**src/hdl/pba_pkg.sv**
```systemverilog
// ----------------------------------------------------------------------------
// Page bitmap allocator package
// Shared constants, status codes and the control program of the sequencer.
// ----------------------------------------------------------------------------
package pba_pkg;

	// Geometry of the free bitmap. The page field is nine bits wide, so the
	// page count and the word layout are fixed.
	localparam int PAGE_COUNT = 512;
	localparam int WORD_BITS  = 32;
	localparam int WORD_COUNT = (PAGE_COUNT + WORD_BITS - 1) / WORD_BITS;
	localparam int PAGE_W     = 9;
	localparam int WADDR_W    = 4;
	localparam int BIT_W      = 5;
	localparam int RES_W      = 10;
	localparam int LAST_BITS  = PAGE_COUNT - WORD_BITS * (WORD_COUNT - 1);
	localparam logic [WADDR_W-1:0] LAST_WORD = WADDR_W'(WORD_COUNT - 1);
	localparam logic [WORD_BITS-1:0] ALL_FREE = 32'hFFFF_FFFF;
	localparam logic [WORD_BITS-1:0] LAST_MASK =
		(LAST_BITS == WORD_BITS) ? ALL_FREE : WORD_BITS'((64'd1 << LAST_BITS) - 64'd1);

	// Result status codes.
	typedef enum logic [1:0] {
		ST_OK           = 2'd0,
		ST_NO_FREE      = 2'd1,
		ST_BAD_PAGE     = 2'd2,
		ST_ALREADY_FREE = 2'd3
	} status_t;

	// Datapath operation selected by a control word.
	typedef enum logic [2:0] {
		OP_NOP,
		OP_LATCH,
		OP_AINIT,
		OP_ASCAN,
		OP_FREE,
		OP_EMIT
	} op_t;

	// Jump condition of a control word.
	typedef enum logic [2:0] {
		C_ALWAYS,
		C_NO_REQ,
		C_ACT_FREE,
		C_RES_OVER,
		C_SCAN_MORE,
		C_OUT_BUSY
	} cond_t;

	localparam int STEP_W = 3;

	// One control word: operation, jump condition, jump target, and a flag
	// that sends the sequencer back to step zero when the jump is not taken.
	typedef struct packed {
		op_t               op;
		cond_t             cond;
		logic [STEP_W-1:0] target;
		logic              last;
	} uword_t;

	// Step numbers of the control program.
	localparam logic [STEP_W-1:0] STEP_WAIT   = 3'd0;
	localparam logic [STEP_W-1:0] STEP_DECODE = 3'd1;
	localparam logic [STEP_W-1:0] STEP_AINIT  = 3'd2;
	localparam logic [STEP_W-1:0] STEP_ASCAN  = 3'd3;
	localparam logic [STEP_W-1:0] STEP_EMIT   = 3'd4;
	localparam logic [STEP_W-1:0] STEP_FREE   = 3'd5;

	// Control program held in a read-only table.
	function automatic uword_t ucode(input logic [STEP_W-1:0] step);
		uword_t w;
		unique case (step)
			STEP_WAIT:   w = '{op: OP_LATCH, cond: C_NO_REQ,    target: STEP_WAIT,  last: 1'b0};
			STEP_DECODE: w = '{op: OP_NOP,   cond: C_ACT_FREE,  target: STEP_FREE,  last: 1'b0};
			STEP_AINIT:  w = '{op: OP_AINIT, cond: C_RES_OVER,  target: STEP_EMIT,  last: 1'b0};
			STEP_ASCAN:  w = '{op: OP_ASCAN, cond: C_SCAN_MORE, target: STEP_ASCAN, last: 1'b0};
			STEP_EMIT:   w = '{op: OP_EMIT,  cond: C_OUT_BUSY,  target: STEP_EMIT,  last: 1'b1};
			STEP_FREE:   w = '{op: OP_FREE,  cond: C_ALWAYS,    target: STEP_EMIT,  last: 1'b0};
			default:     w = '{op: OP_NOP,   cond: C_ALWAYS,    target: STEP_WAIT,  last: 1'b0};
		endcase
		return w;
	endfunction

endpackage

```
**src/hdl/page_bitmap_allocator.sv**
```systemverilog
// A free reads and writes back the bitmap word of its page. An allocate scans
// one bitmap word per cycle from the word that holds reserved_pages, 0 to 16
// words in all (0 when the reservation covers all memory). One request is in
// work at a time; a finished result waits in the output register. Reset frees
// every page, clears reserved_pages.
// ----------------------------------------------------------------------------
// Page bitmap allocator
// Hands out and takes back physical pages kept in a free bitmap, driven by
// a small microcoded sequencer over a one-word read/modify/write datapath.
// ----------------------------------------------------------------------------
module page_bitmap_allocator (
	input  logic                       clk,
	input  logic                       arst_n,
	// Configuration write channel.
	input  logic                       cfg_valid,
	output logic                       cfg_ready,
	input  logic [pba_pkg::RES_W-1:0]  reserved_pages,
	// Request channel.
	input  logic                       in_valid,
	output logic                       in_stall,
	input  logic                       action,
	input  logic [pba_pkg::PAGE_W-1:0] page,
	// Result channel.
	output logic                       out_valid,
	input  logic                       out_stall,
	output logic [pba_pkg::PAGE_W-1:0] granted_page,
	output logic [1:0]                 status
);

	logic [pba_pkg::STEP_W-1:0]    step_q;
	pba_pkg::uword_t               uw;
	logic [pba_pkg::RES_W-1:0]     res_q;
	logic                          act_q;
	logic [pba_pkg::PAGE_W-1:0]    page_q;
	logic [pba_pkg::WADDR_W-1:0]   wp_q;
	logic [pba_pkg::PAGE_W-1:0]    gp_q;
	pba_pkg::status_t              st_q;
	logic                          out_valid_q;
	logic [pba_pkg::PAGE_W-1:0]    out_page_q;
	pba_pkg::status_t              out_st_q;
	logic [pba_pkg::WORD_BITS-1:0] bits_q [pba_pkg::WORD_COUNT];

	logic [pba_pkg::WADDR_W-1:0]   rd_addr;
	logic [pba_pkg::WORD_BITS-1:0] rd_word;
	logic [pba_pkg::WORD_BITS-1:0] low_mask;
	logic [pba_pkg::WORD_BITS-1:0] cand;
	logic [pba_pkg::BIT_W-1:0]     idx;
	logic                          found;
	logic                          res_over;
	logic                          out_busy;
	logic                          page_bad;
	logic                          page_free;
	logic                          jump;

	// Current control word.
	assign uw = pba_pkg::ucode(step_q);

	// Handshake outputs.
	assign in_stall     = (uw.op != pba_pkg::OP_LATCH);
	assign cfg_ready    = 1'b1;
	assign out_valid    = out_valid_q;
	assign granted_page = out_page_q;
	assign status       = out_st_q;
	assign out_busy     = out_valid_q && out_stall;

	// One bitmap word is read per cycle, from the scan pointer or the freed page.
	assign rd_addr = (uw.op == pba_pkg::OP_FREE) ? page_q[pba_pkg::PAGE_W-1:pba_pkg::BIT_W]
		: wp_q;
	assign rd_word = bits_q[rd_addr];

	// Reservation at or beyond the page count leaves nothing to allocate.
	assign res_over = (res_q >= pba_pkg::RES_W'(pba_pkg::PAGE_COUNT));

	// Candidate pages in the scanned word: hide pages below the reservation
	// and pages past the end of memory.
	always_comb begin
		low_mask = pba_pkg::ALL_FREE;
		if (wp_q == res_q[pba_pkg::PAGE_W-1:pba_pkg::BIT_W]) begin
			low_mask = ~((pba_pkg::WORD_BITS'(1) << res_q[pba_pkg::BIT_W-1:0])
				- pba_pkg::WORD_BITS'(1));
		end
		cand = rd_word & low_mask
			& ((wp_q == pba_pkg::LAST_WORD) ? pba_pkg::LAST_MASK : pba_pkg::ALL_FREE);
	end

	// Lowest set bit of the candidate word.
	always_comb begin
		idx = '0;
		for (int i = pba_pkg::WORD_BITS - 1; i >= 0; i--) begin
			if (cand[i]) begin
				idx = pba_pkg::BIT_W'(i);
			end
		end
	end
	assign found = |cand;

	// Checks for a free request.
	assign page_bad = ({1'b0, page_q} < res_q)
		|| ({1'b0, page_q} >= pba_pkg::RES_W'(pba_pkg::PAGE_COUNT));
	assign page_free = rd_word[page_q[pba_pkg::BIT_W-1:0]];

	// Jump condition of the current control word.
	always_comb begin
		unique case (uw.cond)
			pba_pkg::C_ALWAYS:    jump = 1'b1;
			pba_pkg::C_NO_REQ:    jump = !in_valid;
			pba_pkg::C_ACT_FREE:  jump = act_q;
			pba_pkg::C_RES_OVER:  jump = res_over;
			pba_pkg::C_SCAN_MORE: jump = !found && (wp_q != pba_pkg::LAST_WORD);
			pba_pkg::C_OUT_BUSY:  jump = out_busy;
			default:              jump = 1'b1;
		endcase
	end

	// Step counter of the sequencer.
	always_ff @(posedge clk or negedge arst_n) begin
		if (!arst_n) begin
			step_q <= pba_pkg::STEP_WAIT;
		end else if (jump) begin
			step_q <= uw.target;
		end else if (uw.last) begin
			step_q <= pba_pkg::STEP_WAIT;
		end else begin
			step_q <= step_q + pba_pkg::STEP_W'(1);
		end
	end

	// Configuration register.
	always_ff @(posedge clk or negedge arst_n) begin
		if (!arst_n) begin
			res_q <= '0;
		end else if (cfg_valid && cfg_ready) begin
			res_q <= reserved_pages;
		end
	end

	// Free bitmap: read, modify and write back one word.
	always_ff @(posedge clk or negedge arst_n) begin
		if (!arst_n) begin
			for (int w = 0; w < pba_pkg::WORD_COUNT; w++) begin
				bits_q[w] <= pba_pkg::ALL_FREE;
			end
		end else if (uw.op == pba_pkg::OP_ASCAN && found) begin
			bits_q[rd_addr][idx] <= 1'b0;
		end else if (uw.op == pba_pkg::OP_FREE && !page_bad && !page_free) begin
			bits_q[rd_addr][page_q[pba_pkg::BIT_W-1:0]] <= 1'b1;
		end
	end

	// Request fields, scan pointer and pending result.
	always_ff @(posedge clk) begin
		unique case (uw.op)
			pba_pkg::OP_LATCH: begin
				if (in_valid) begin
					act_q  <= action;
					page_q <= page;
				end
			end
			pba_pkg::OP_AINIT: begin
				wp_q <= res_q[pba_pkg::PAGE_W-1:pba_pkg::BIT_W];
				gp_q <= '0;
				st_q <= pba_pkg::ST_NO_FREE;
			end
			pba_pkg::OP_ASCAN: begin
				if (found) begin
					gp_q <= {wp_q, idx};
					st_q <= pba_pkg::ST_OK;
				end else if (wp_q != pba_pkg::LAST_WORD) begin
					wp_q <= wp_q + pba_pkg::WADDR_W'(1);
				end
			end
			pba_pkg::OP_FREE: begin
				gp_q <= '0;
				if (page_bad) begin
					st_q <= pba_pkg::ST_BAD_PAGE;
				end else if (page_free) begin
					st_q <= pba_pkg::ST_ALREADY_FREE;
				end else begin
					st_q <= pba_pkg::ST_OK;
				end
			end
			default: begin
			end
		endcase
	end

	// Output register: loaded by the emit step once the previous result is gone.
	always_ff @(posedge clk or negedge arst_n) begin
		if (!arst_n) begin
			out_valid_q <= 1'b0;
		end else if (uw.op == pba_pkg::OP_EMIT && !out_busy) begin
			out_valid_q <= 1'b1;
		end else if (out_valid_q && !out_stall) begin
			out_valid_q <= 1'b0;
		end
	end

	always_ff @(posedge clk) begin
		if (uw.op == pba_pkg::OP_EMIT && !out_busy) begin
			out_page_q <= gp_q;
			out_st_q   <= st_q;
		end
	end

endmodule

```
**config.mk**
```make
export PLATFORM = sky130hd
export DESIGN_NAME = page_bitmap_allocator
export DESIGN_NICKNAME = d
export VERILOG_FILES = /design/src/hdl/pba_pkg.sv /design/src/hdl/page_bitmap_allocator.sv
export SDC_FILE = /design/constraint.sdc
export NUM_CORES = 1
export LEC_CHECK = 0
export BUFFER_PORTS_ARGS = -buffer_cell sky130_fd_sc_hd__buf_2
export CAP_MARGIN = 20
export CELL_PAD_IN_SITES_DETAIL_PLACEMENT = 2
export CELL_PAD_IN_SITES_GLOBAL_PLACEMENT = 2
export CORE_UTILIZATION = 35
export CTS_CLUSTER_DIAMETER = 40
export DETAILED_ROUTE_END_ITERATION = 7
export PLACE_DENSITY_LB_ADDON = 0.1
export SYNTH_ARGS = -nofsm -noshare
export SYNTH_HDL_FRONTEND = slang
export SYNTH_SLANG_ARGS = --single-unit
```
**constraint.sdc**
```tcl
create_clock -name clk -period 6.8 [get_ports clk]
set_input_delay 0.68 -clock clk [delete_from_list [all_inputs] [get_ports clk]]
set_output_delay 0.68 -clock clk [all_outputs]
set_load 0.02 [all_outputs]
```
**Word level (Yosys, flattened, before mapping)**

Cells that the tools add are included.

- $lt $le $gt $ge: 8
- Bitwise operators: 6
- Mux-type cells: 64
- Shift operators: 1
- Equality and inequality tests: 21
- Reductions and logical operators: 28
- Add/sub/neg operators: 3

Operator list:

| cell | count |
|---|---|
| 512-bit 2-to-1 mux | 2 |
| 512-bit AND | 1 |
| 512-bit inverter | 1 |
| 512-bit OR | 1 |
| 32-bit demux with 4-bit select | 2 |
| 32-bit 2-to-1 mux | 5 |
| 5-bit 2-to-1 mux | 32 |
| 32-bit binary-select mux with 4-bit select | 1 |
| 10-bit case mux with 6 select lines | 1 |
| 32-bit AND | 1 |
| 32-bit inverter | 1 |
| 32-bit OR reduction | 1 |
| 1-bit by 5-bit << shifter with 32-bit output (first input constant) | 1 |
| 32-bit by 2-bit subtractor with 32-bit output (second input constant) | 1 |
| 3-bit by 2-bit == test with 1-bit output (second input constant) | 6 |
| 3-bit == test (second input constant) | 6 |
| 9-bit case mux with 2 select lines | 1 |
| 5-bit by 6-bit < comparator with 1-bit output (second input constant) | 2 |
| 4-bit 2-to-1 mux | 3 |
| 1-bit demux with 5-bit select | 2 |
| 10-bit >= comparator (second input constant) | 1 |
| 5-bit by 1-bit >= comparator with 1-bit output (second input constant) | 2 |
| 1-bit logical AND | 10 |
| 9-bit by 10-bit < comparator with 1-bit output | 1 |
| 26 further kinds | 46 |

- Register bits after elaboration: 562
- Output and inout bits: 14

**Longest topological paths before layout**

Gate-level depths: netlist of the first run.

- Depth after elaboration: 50
- Mapped depth: 21

**Worst setup path before layout of the first run**

No wires, ideal clock.

- Path kind: reg-to-reg
- Start point: register step_q[1] in the netlist's numbering
- End point: register wp_q[0] in the netlist's numbering (enable)
- Setup slack: 1838 ps
- Required time: 6439 ps
- Buffers on the path: 5
- Arrival time: 4600 ps
- Cell stages (with the launch flop): 19
- Library setup time: 361 ps
- Clock period less this slack: 4962 ps
- Cells stage by stage: dfrtp_1 > inv_1 > ha_1 > buf_2 > o221a_2 > o22ai_4 > buf_6 > buf_6 > buf_2 > mux2i_1 > o22ai_1 > o41ai_1 > nand4b_1 > or4b_1 > or2_1 > nor2_1 > buf_2 > nand2_1 > o21ai_0

- Longest elaborated chain between the ends: 12
- Elaborated cells on any way between the ends: 21
- Those cells by class: eq/ne: 10; mux: 5; bitwise: 2; reduce/logical: 4

RTL lines:

| element | line | source |
|---|---|---|
| from (decl) | page_bitmap_allocator.sv:30 | `logic [pba_pkg::STEP_W-1:0] step_q;` |
| from (signal assigned) | page_bitmap_allocator.sv:118 | `step_q <= pba_pkg::STEP_WAIT;` |
| from (signal assigned) | page_bitmap_allocator.sv:120 | `step_q <= uw.target;` |
| from (signal assigned) | page_bitmap_allocator.sv:122 | `step_q <= pba_pkg::STEP_WAIT;` |
| 3-bit == test (tied with other cells) | pba_pkg.sv:72 | `unique case (step)` |
| 10-bit case mux with 6 select lines (*) | pba_pkg.sv:72 |  |
| 3-bit == test | page_bitmap_allocator.sv:67 | `assign rd_addr = (uw.op == pba_pkg::OP_FREE) ? page_q[pba_pkg::PAGE_W-1:pba_pkg::BIT_W]` |
| 4-bit 2-to-1 mux | page_bitmap_allocator.sv:67 |  |
| 4-bit inverter with 5-bit output (implied by the code) | page_bitmap_allocator.sv:69 | `assign rd_word = bits_q[rd_addr];` |
| 32-bit binary-select mux with 4-bit select | page_bitmap_allocator.sv:69 |  |
| 32-bit 2-to-1 mux (implied by the code) (2 in series) | page_bitmap_allocator.sv:69 |  |
| 32-bit AND | page_bitmap_allocator.sv:82 | `cand = rd_word & low_mask` |
| 32-bit OR reduction | page_bitmap_allocator.sv:95 | `assign found = \|cand;` |
| 2-bit != test (no line) | - |  |
| 3-bit AND reduction (no line) (*) | - |  |
| to (signal assigned) | page_bitmap_allocator.sv:160 | `wp_q <= res_q[pba_pkg::PAGE_W-1:pba_pkg::BIT_W];` |
| to (signal assigned) | page_bitmap_allocator.sv:169 | `wp_q <= wp_q + pba_pkg::WADDR_W'(1);` |
| to (decl) | page_bitmap_allocator.sv:35 | `logic [pba_pkg::WADDR_W-1:0] wp_q;` |

Every way passes the cells marked *; elsewhere a longest branch is shown, timed or not. The select of a mux whose other input is x is not followed.
A chain may end at the register's enable or synchronous reset.

**Worst setup path after layout of the first run**

- Start point: register step_q[0] in the netlist's numbering
- End point: register bits_q[244] in the netlist's numbering

- Longest elaborated chain between the ends: 50
- Elaborated cells on any way between the ends: 72
- Those cells by class: order compare: 4; eq/ne: 7; mux: 47; bitwise: 5; reduce/logical: 9

RTL lines:

| element | line | source |
|---|---|---|
| 3-bit == test (tied with other cells) | pba_pkg.sv:72 |  |
| 10-bit case mux with 6 select lines (*) | pba_pkg.sv:72 |  |
| 3-bit == test | page_bitmap_allocator.sv:67, page_bitmap_allocator.sv:145 |  |
| 4-bit 2-to-1 mux | page_bitmap_allocator.sv:67 |  |
| 4-bit inverter with 5-bit output (implied by the code) | page_bitmap_allocator.sv:69, page_bitmap_allocator.sv:144, page_bitmap_allocator.sv:146 |  |
| 32-bit binary-select mux with 4-bit select | page_bitmap_allocator.sv:69 |  |
| 32-bit 2-to-1 mux (implied by the code) (2 in series) | page_bitmap_allocator.sv:69 |  |
| 32-bit AND | page_bitmap_allocator.sv:82 |  |
| [... 33 more ...] | - |  |
| 1-bit logical AND (implied by the code) | page_bitmap_allocator.sv:144 | `bits_q[rd_addr][idx] <= 1'b0;` |
| 1-bit 2-to-1 mux (implied by the code) | page_bitmap_allocator.sv:144 |  |
| 1-bit demux with 5-bit select | page_bitmap_allocator.sv:144 |  |
| 32-bit 2-to-1 mux (implied by the code) | page_bitmap_allocator.sv:144 |  |
| 32-bit demux with 4-bit select | page_bitmap_allocator.sv:144 |  |
| 512-bit inverter (no line) | - |  |
| 512-bit AND (no line) | - |  |
| 512-bit 2-to-1 mux | page_bitmap_allocator.sv:143 | `end else if (uw.op == pba_pkg::OP_ASCAN && found) begin` |
| to (signal, indexed assignment) | page_bitmap_allocator.sv:141 | `bits_q[w] <= pba_pkg::ALL_FREE;` |
| to (decl) | page_bitmap_allocator.sv:41 | `logic [pba_pkg::WORD_BITS-1:0] bits_q [pba_pkg::WORD_COUNT];` |

Marked as above.

==> flow_metrics.env, run 1 <==
export IMPL_outcome="finished clean"
export IMPL_synth_area_um2=32500
export IMPL_drc=0
export IMPL_max_cap_viol_count=0
export IMPL_worst_pin_slew_ns=1.32
export IMPL_grt_max_degree=165
export IMPL_slowest_stage="o31ai_1"
export IMPL_routed_via_density=7.04
export IMPL_die_h_um=307
export IMPL_end_kind="flop"
export IMPL_area_growth_pct=24.8
export IMPL_cts_num_sinks=562
export IMPL_antenna_found_initial=9
export IMPL_ant_nets=0
export IMPL_ys_warnings_count=0
export IMPL_fp_dieArea_um2=94200
export IMPL_cts_root_buf="clkbuf_16"
export IMPL_clk_pin_slew_worst_paths_ns=0.05
export IMPL_ff_latch_area_um2=14900
export IMPL_grt_pass1_vias=35900
export IMPL_yosys_area_top_type="dfstp_2"
export IMPL_seq_area_frac_synth=0.457
export IMPL_drive_gt1_frac=0.351
export IMPL_nets=3509
export IMPL_fmax_mhz=150
export IMPL_synth_nets=3376
export IMPL_fin_crit_sh=0.977
export IMPL_power_share_clock=0.321
export IMPL_crit_path_max_incr_delay_ns=0.81
export IMPL_numCtsBuffers=113
export IMPL_track_usage=0.393
export IMPL_yosysTopAreaCellShare=0.413
export IMPL_multi_input_area_um2=16300
export IMPL_timing_critical_path_mode_cell="buf_4"
export IMPL_cp_cell_sequence="inv_1 > ha_1 > o221ai_4 > buf_4 > mux2i_4 > buf_12 > buf_4 > a22oi_1 > a21oi_1 > o31ai_1 > and2_1 > nand4_2 > or4_1 > nor2_1 > buf_4 > nor4_2 > buf_12 > a41oi_1"
export IMPL_start_kind="flop"
export IMPL_cts_path_max_buffers=3
export IMPL_synth_edff_count=36
export IMPL_critPathRequiredTime_ns=7.41
export IMPL_rows=111
export IMPL_async_flop_share=0.936
export IMPL_avgSynthCellArea_um2=9.76
export IMPL_htreeDepth=3
export IMPL_initial_core_util=0.354
export IMPL_utilization=0.442
export IMPL_switchingPower_mw=8.36
export IMPL_peakVddDrop_uv=411
export IMPL_ctsHoldBuffers=0
export IMPL_dr_total_vias=33800
export IMPL_synth_seq_cells=562
export IMPL_finalHoldViolCount=0
export IMPL_finalCriticalPeriod_ns=6.65
export IMPL_design_core_area_um2=91900
export IMPL_swShare=0.461
export IMPL_synthFlopType="dfstp_2"
export IMPL_hp_class="in2reg"
export IMPL_wirelength_um=187000
export IMPL_yosysMostFrequentCell="dfstp_2"
export IMPL_finClkSkew_ns=0.0326
export IMPL_place_congestion=1.04
export IMPL_holdWs_ns=0.153
export IMPL_path_delay_family="compound AO/OA/AOI/OAI gates"
export IMPL_grt_pass1_wl_um=269000
export IMPL_synth_cells=3335
export IMPL_setup_viol=0
export IMPL_crit_fanout=19
export IMPL_place_port_buffers=37
export IMPL_fillers=9512
export IMPL_rsz0062_at_grt="false"
export IMPL_slew_headroom=0.123
export IMPL_grt_ovfl_total=0
export IMPL_yosys_top_cells_count="dfstp_2 (512), a21oi_1 (436), a31oi_1 (363)"
export IMPL_combPwrFrac=0.472
export IMPL_leakage_nw=14.7
export IMPL_path_buf_inv=6
export IMPL_p_int_mw=9.79
export IMPL_setup_tns_ns=0
export IMPL_p_seq_frac=0.207
export IMPL_synth_cell_type_count=99
export IMPL_ios=39
export IMPL_first_pass_iters=5
export IMPL_synth_area_leaders="dfstp_2 (41%), a41oi_1 (8.3%), a31oi_1 (7.0%), a21oi_1 (6.7%), mux2i_1 (3.5%)"
export IMPL_final_max_slew_violation_count=0
export IMPL_dpl_hpwl_um=124000
export IMPL_die_x_um=307
export IMPL_cts_tree="done"
export IMPL_wl_per_cell_um=38.8
export IMPL_critPathKind="reg2reg"
export IMPL_worstSkewPairLatency_ns=0.72
export IMPL_p_per_area_nw_per_um2=447
export IMPL_arrival_ns=7.25
export IMPL_first_iter_violations=3257
[per-layer routing]
layer | global-route usage | share of wire | routed length, um
met3 | 0.0711 | 0.073 | 13600
met4 | 0.216 | 0.061 | 11300
met2 | 0.615 | 0.46 | 85100
met5 | 0 | 0.00040 | 74
met1 | 0.514 | 0.41 | 76600
[worst register-to-register path, stage by stage (launching register included)]
cell and delay, ns:
dfrtp_1 0.52, inv_1 0.20, ha_1 0.57, o221ai_4 0.32, buf_4 0.28, mux2i_4 0.35, buf_12 0.25, buf_4 0.21
a22oi_1 0.32, a21oi_1 0.18, o31ai_1 0.81, and2_1 0.32, nand4_2 0.23, or4_1 0.73, nor2_1 0.35, buf_4 0.27
nor4_2 0.11, buf_12 0.24, a41oi_1 0.29
[sequential cells by signal, summed over array words and instances (netlist names)]
| name | count |
|---|---|
| granted_page | 9 |
| status | 2 |
| bits_q | 512 |
| st_q | 2 |
| out_valid | 1 |
| wp_q | 4 |
| res_q | 10 |
| act_q | 1 |
| page_q | 9 |
| gp_q | 9 |
| step_q | 3 |
[what timing repair did]
action | in CTS | in global routing
setup buffers | 0 | 0
gates resized for setup | 0 | 2
hold endpoints to repair | 0 | 0
endpoints found under the setup margin | 0 | 2
[power groups by stage]
stage	registers (mW)	clock network, mW	logic, mW
after global placement	3.79	0	8.08
final	3.76	5.83	8.56
after floorplan	3.77	0	3.79
after global routing	3.78	6.02	8.67
after detailed placement	3.80	0	8.24
after CTS	3.76	5.88	8.29
[layout make-up]
class                      count  area share
multi-input combinational   2358       0.400
sequential                   562       0.366
antenna                        2    0.000123
clock buffer                 142      0.0780
tap                         1243      0.0383
timing repair buffer         393      0.0937
inverter                      40     0.00370
clock inverter                67      0.0193
[path summary, 6_finish.rpt]
check / slack [ns] / startpoint / end / depth (start not counted)
max: 0.15 / step_q[0] / bits_q[244] / 18
max reg2reg: 0.15 / step_q[0] / bits_q[244] / 18
min reg2reg: 0.42 / st_q[1] / status[1] / 0
max in group asynchronous: 5.42 / arst_n / bits_q[422] / 2
min: 0.15 / page[1] / page_q[1] / 1
min in group asynchronous: 0.28 / arst_n / bits_q[433] / 1
[per-stage QoR]
stage / instance area (um^2) / setup slack, ns / instances / total power, mW
2_1_floorplan: 32500 / 1.84 / 3335 / 7.55
3_3_place_gp: 36600 / 0.372 / 4595 / 11.9
3_5_place_dp: 36600 / 0.261 / 4595 / 12.0
4_1_cts: 40600 / 0.193 / 4804 / 17.9
5_1_grt: 40600 / 0.0142 / 4805 / 18.5
6_report: 40600 / 0.153 / 4807 / 18.2
[placed cells by master, fill, tap and decap left out, types with 26 or more instances in the layout]
master / instances
a22oi_1: 45
buf_12: 75
nand2_1: 158
mux2_2: 52
mux2i_1: 111
o21ai_0: 64
dfstp_2: 512
nor3_1: 41
o22ai_1: 40
a211oi_1: 29
nor2_1: 185
a31oi_1: 363
o211ai_1: 34
edfxtp_1: 36
a21oi_1: 432
buf_2: 36
nor2b_1: 26
a41oi_1: 308
buf_4: 281
inv_1: 39
clkbuf_16: 116
[cell families after synthesis]
group / synth area share
AO/OA/AOI/OAI: 0.333
AND/OR/NAND/NOR: 0.0861
flip-flops: 0.457
buffers and inverters: 0.0539
multiplexers: 0.0615
adder cells (fa/ha/maj): 0.00615
XOR/XNOR: 0.00161
other: 0.000115
Power figures use the tool's default switching activity.
==> run 2, diff against run 1 <==
==> constraint.sdc (replaced) <==
create_clock -name clk -period 6.35 [get_ports clk]
set_input_delay 0.635 -clock clk [delete_from_list [all_inputs] [get_ports clk]]
set_output_delay 0.635 -clock clk [all_outputs]
set_load 0.02 [all_outputs]
==> run 2 against run 1 <==
Clock power increased by 15%; hold slack worse by 0.065 ns; routed wire length is 2.4% lower; register-to-register slack worse by 0.11 ns; worst setup slack got worse by 0.11 ns; sequential power grew 6.9%; non-clock buffer count fell by 76; die area unchanged; clock skew is 0.013 ns lower; combinational power grew 0.9%.
==> flow_metrics.env, run 2 (same netlist as run 1, synthesis figures left out) <==
export IMPL_area_growth_pct=23.4
export IMPL_crit_fanout=38
export IMPL_whs_endpoint="page_q[2]"
export IMPL_largest_reg_flops=512
export IMPL_fmax_mhz=159
export IMPL_place_ws_ns=-0.000653
export IMPL_leakage_nw=14.4
export IMPL_power_share_clock=0.346
export IMPL_drc=0
export IMPL_fin_ws_ns=0.0444
export IMPL_final_max_slew_violation_count=0
export IMPL_ant_nets=0
export IMPL_place_inst=4502
export IMPL_layout_common_cells="dfstp_2 (512), a21oi_1 (432), a31oi_1 (363), a41oi_1 (308), buf_4 (224)"
export IMPL_first_iter_violations=2967
export IMPL_hold_depth=1
export IMPL_critPathKind="reg2reg"
export IMPL_p_int_mw=10.4
export IMPL_worstRegToRegCells=19
export IMPL_p_total_mw=19.3
export IMPL_wirelength_um=182000
export IMPL_p_seq_frac=0.208
export IMPL_cts_num_sinks=562
export IMPL_multi_input_area_um2=16300
export IMPL_critPathRequiredTime_ns=6.94
export IMPL_htreeDepth=3
export IMPL_fin_crit_sh=0.993
export IMPL_numCtsBuffers=121
export IMPL_p_per_area_nw_per_um2=482
export IMPL_place_congestion=1.02
export IMPL_rows=111
export IMPL_ios=39
export IMPL_crit_start="step_q[0]"
export IMPL_finClkSkew_ns=0.0200
export IMPL_grt_max_degree=180
export IMPL_max_cap_viol_count=0
export IMPL_post_route_cell_area_um2=40200
export IMPL_layout_cells_non_filler=4756
export IMPL_end_kind="flop"
export IMPL_clk_pin_slew_worst_paths_ns=0.06
export IMPL_hp_class="in2reg"
export IMPL_antenna_found_initial=8
export IMPL_grt_ovfl_total=0
export IMPL_final_common_cell="dfstp_2"
export IMPL_arrival_ns=6.89
export IMPL_cts_root_buf="clkbuf_16"
export IMPL_cts_tree="done"
export IMPL_ctsHoldBuffers=0
export IMPL_track_usage=0.383
export IMPL_fillers=9554
export IMPL_swShare=0.462
export IMPL_rsz0062_at_grt="false"
export IMPL_initial_core_util=0.354
export IMPL_dr_total_vias=33400
export IMPL_top_register="bits_q"
export IMPL_biggestRegsByFlops="bits_q x512, res_q x10"
export IMPL_wl_per_cell_um=38.3
export IMPL_combPwrFrac=0.446
export IMPL_slew_headroom=0.166
export IMPL_worstHoldStart="page[2]"
export IMPL_outcome="finished clean"
export IMPL_fp_dieArea_um2=94200
export IMPL_place_area_um2=35700
export IMPL_setup_viol=0
export IMPL_die_h_um=307
export IMPL_worstSkewPairLatency_ns=0.72
export IMPL_drive_gt1_frac=0.342
export IMPL_start_kind="flop"
export IMPL_switchingPower_mw=8.95
export IMPL_first_pass_iters=5
export IMPL_grt_pass1_vias=35700
export IMPL_finalCriticalPeriod_ns=6.31
export IMPL_routed_via_density=7.02
export IMPL_die_x_um=307
export IMPL_dpl_hpwl_um=118000
export IMPL_design_core_area_um2=91900
export IMPL_grt_pass1_wl_um=264000
export IMPL_ff2ff_setup_slack_ns=0.04
export IMPL_rr_startpoint="step_q[0]"
export IMPL_cts_path_max_buffers=3
export IMPL_nets=3441
export IMPL_finalHoldViolCount=0
export IMPL_setup_tns_ns=0
export IMPL_peakVddDrop_uv=532
export IMPL_ff_latch_area_um2=14900
export IMPL_r2r_end="bits_q[347]"
export IMPL_worst_pin_slew_ns=1.25
export IMPL_place_port_buffers=37
## run 2: worst max path at each step
stage                  end  slack [ns]  cells past startpoint
3_3_place_gp    bits_q[50]       -0.13                     17
5_1_grt        bits_q[411]        0.01                     19
3_5_place_dp   bits_q[232]     -0.0007                     18
2_1_floorplan      wp_q[0]        1.39                     18
6_report       bits_q[347]        0.04                     19
4_1_cts        bits_q[131]        0.02                     18
## run 2: final cells by class
cell class	count	area share
clock inverters	80	0.0225
well taps	1243	0.0387
clock buffers	152	0.0851
diodes	4	0.000249
inverters	40	0.00374
repair buffers	317	0.0745
flip-flops and latches	562	0.371
multi-input cells	2358	0.405
## run 2: repair_timing
| action | 4_1_cts | 5_1_grt |
|---|---|---|
| setup buffers | 8 | 9 |
| endpoints found under the setup margin | 1 | 402 |
| pin swaps | 1 | 1 |
| gates resized for setup | 0 | 4 |
## run 2: critical path: stages, from the launching register on
cell       delay [ns]
dfrtp_1          0.58
inv_1            0.17
ha_1             0.28
buf_4            0.20
o221a_4          0.25
buf_4            0.25
o22ai_4          0.24
buf_12           0.32
buf_4            0.29
nand2_1          0.23
o211ai_1         0.47
a21oi_1          0.23
a2111oi_1        0.32
buf_4            0.19
nand3b_1         0.13
buf_4            0.20
nor2b_1          0.28
nand3_1          0.27
nor3_2           0.92
a21oi_1          0.19
## run 2: power by group through the flow
stage | clock, mW | combinational (mW) | sequential [mW]
finish | 6.69 | 8.64 | 4.02
detailed placement | 0 | 8.22 | 4.06
global route | 6.90 | 8.75 | 4.03
CTS | 6.75 | 8.31 | 4.02
global placement | 0 | 8.08 | 4.04
floorplan | 0 | 4.05 | 4.03
## run 2: through the flow
step	util	hold WS [ns]
2_1_floorplan	-	0.339
3_3_place_gp	0.387	0.407
3_5_place_dp	0.388	0.409
4_1_cts	0.436	0.0574
5_1_grt	0.437	0.0684
6_report	0.437	0.0882
## run 2: metal layers
metal	vias to the layer above	global-route usage	share of wire
li1	13500	-	-
met1	17900	0.496	0.41
met2	1536	0.601	0.46
met3	509	0.0737	0.067
met4	10	0.209	0.059
met5	-	0	0.00043
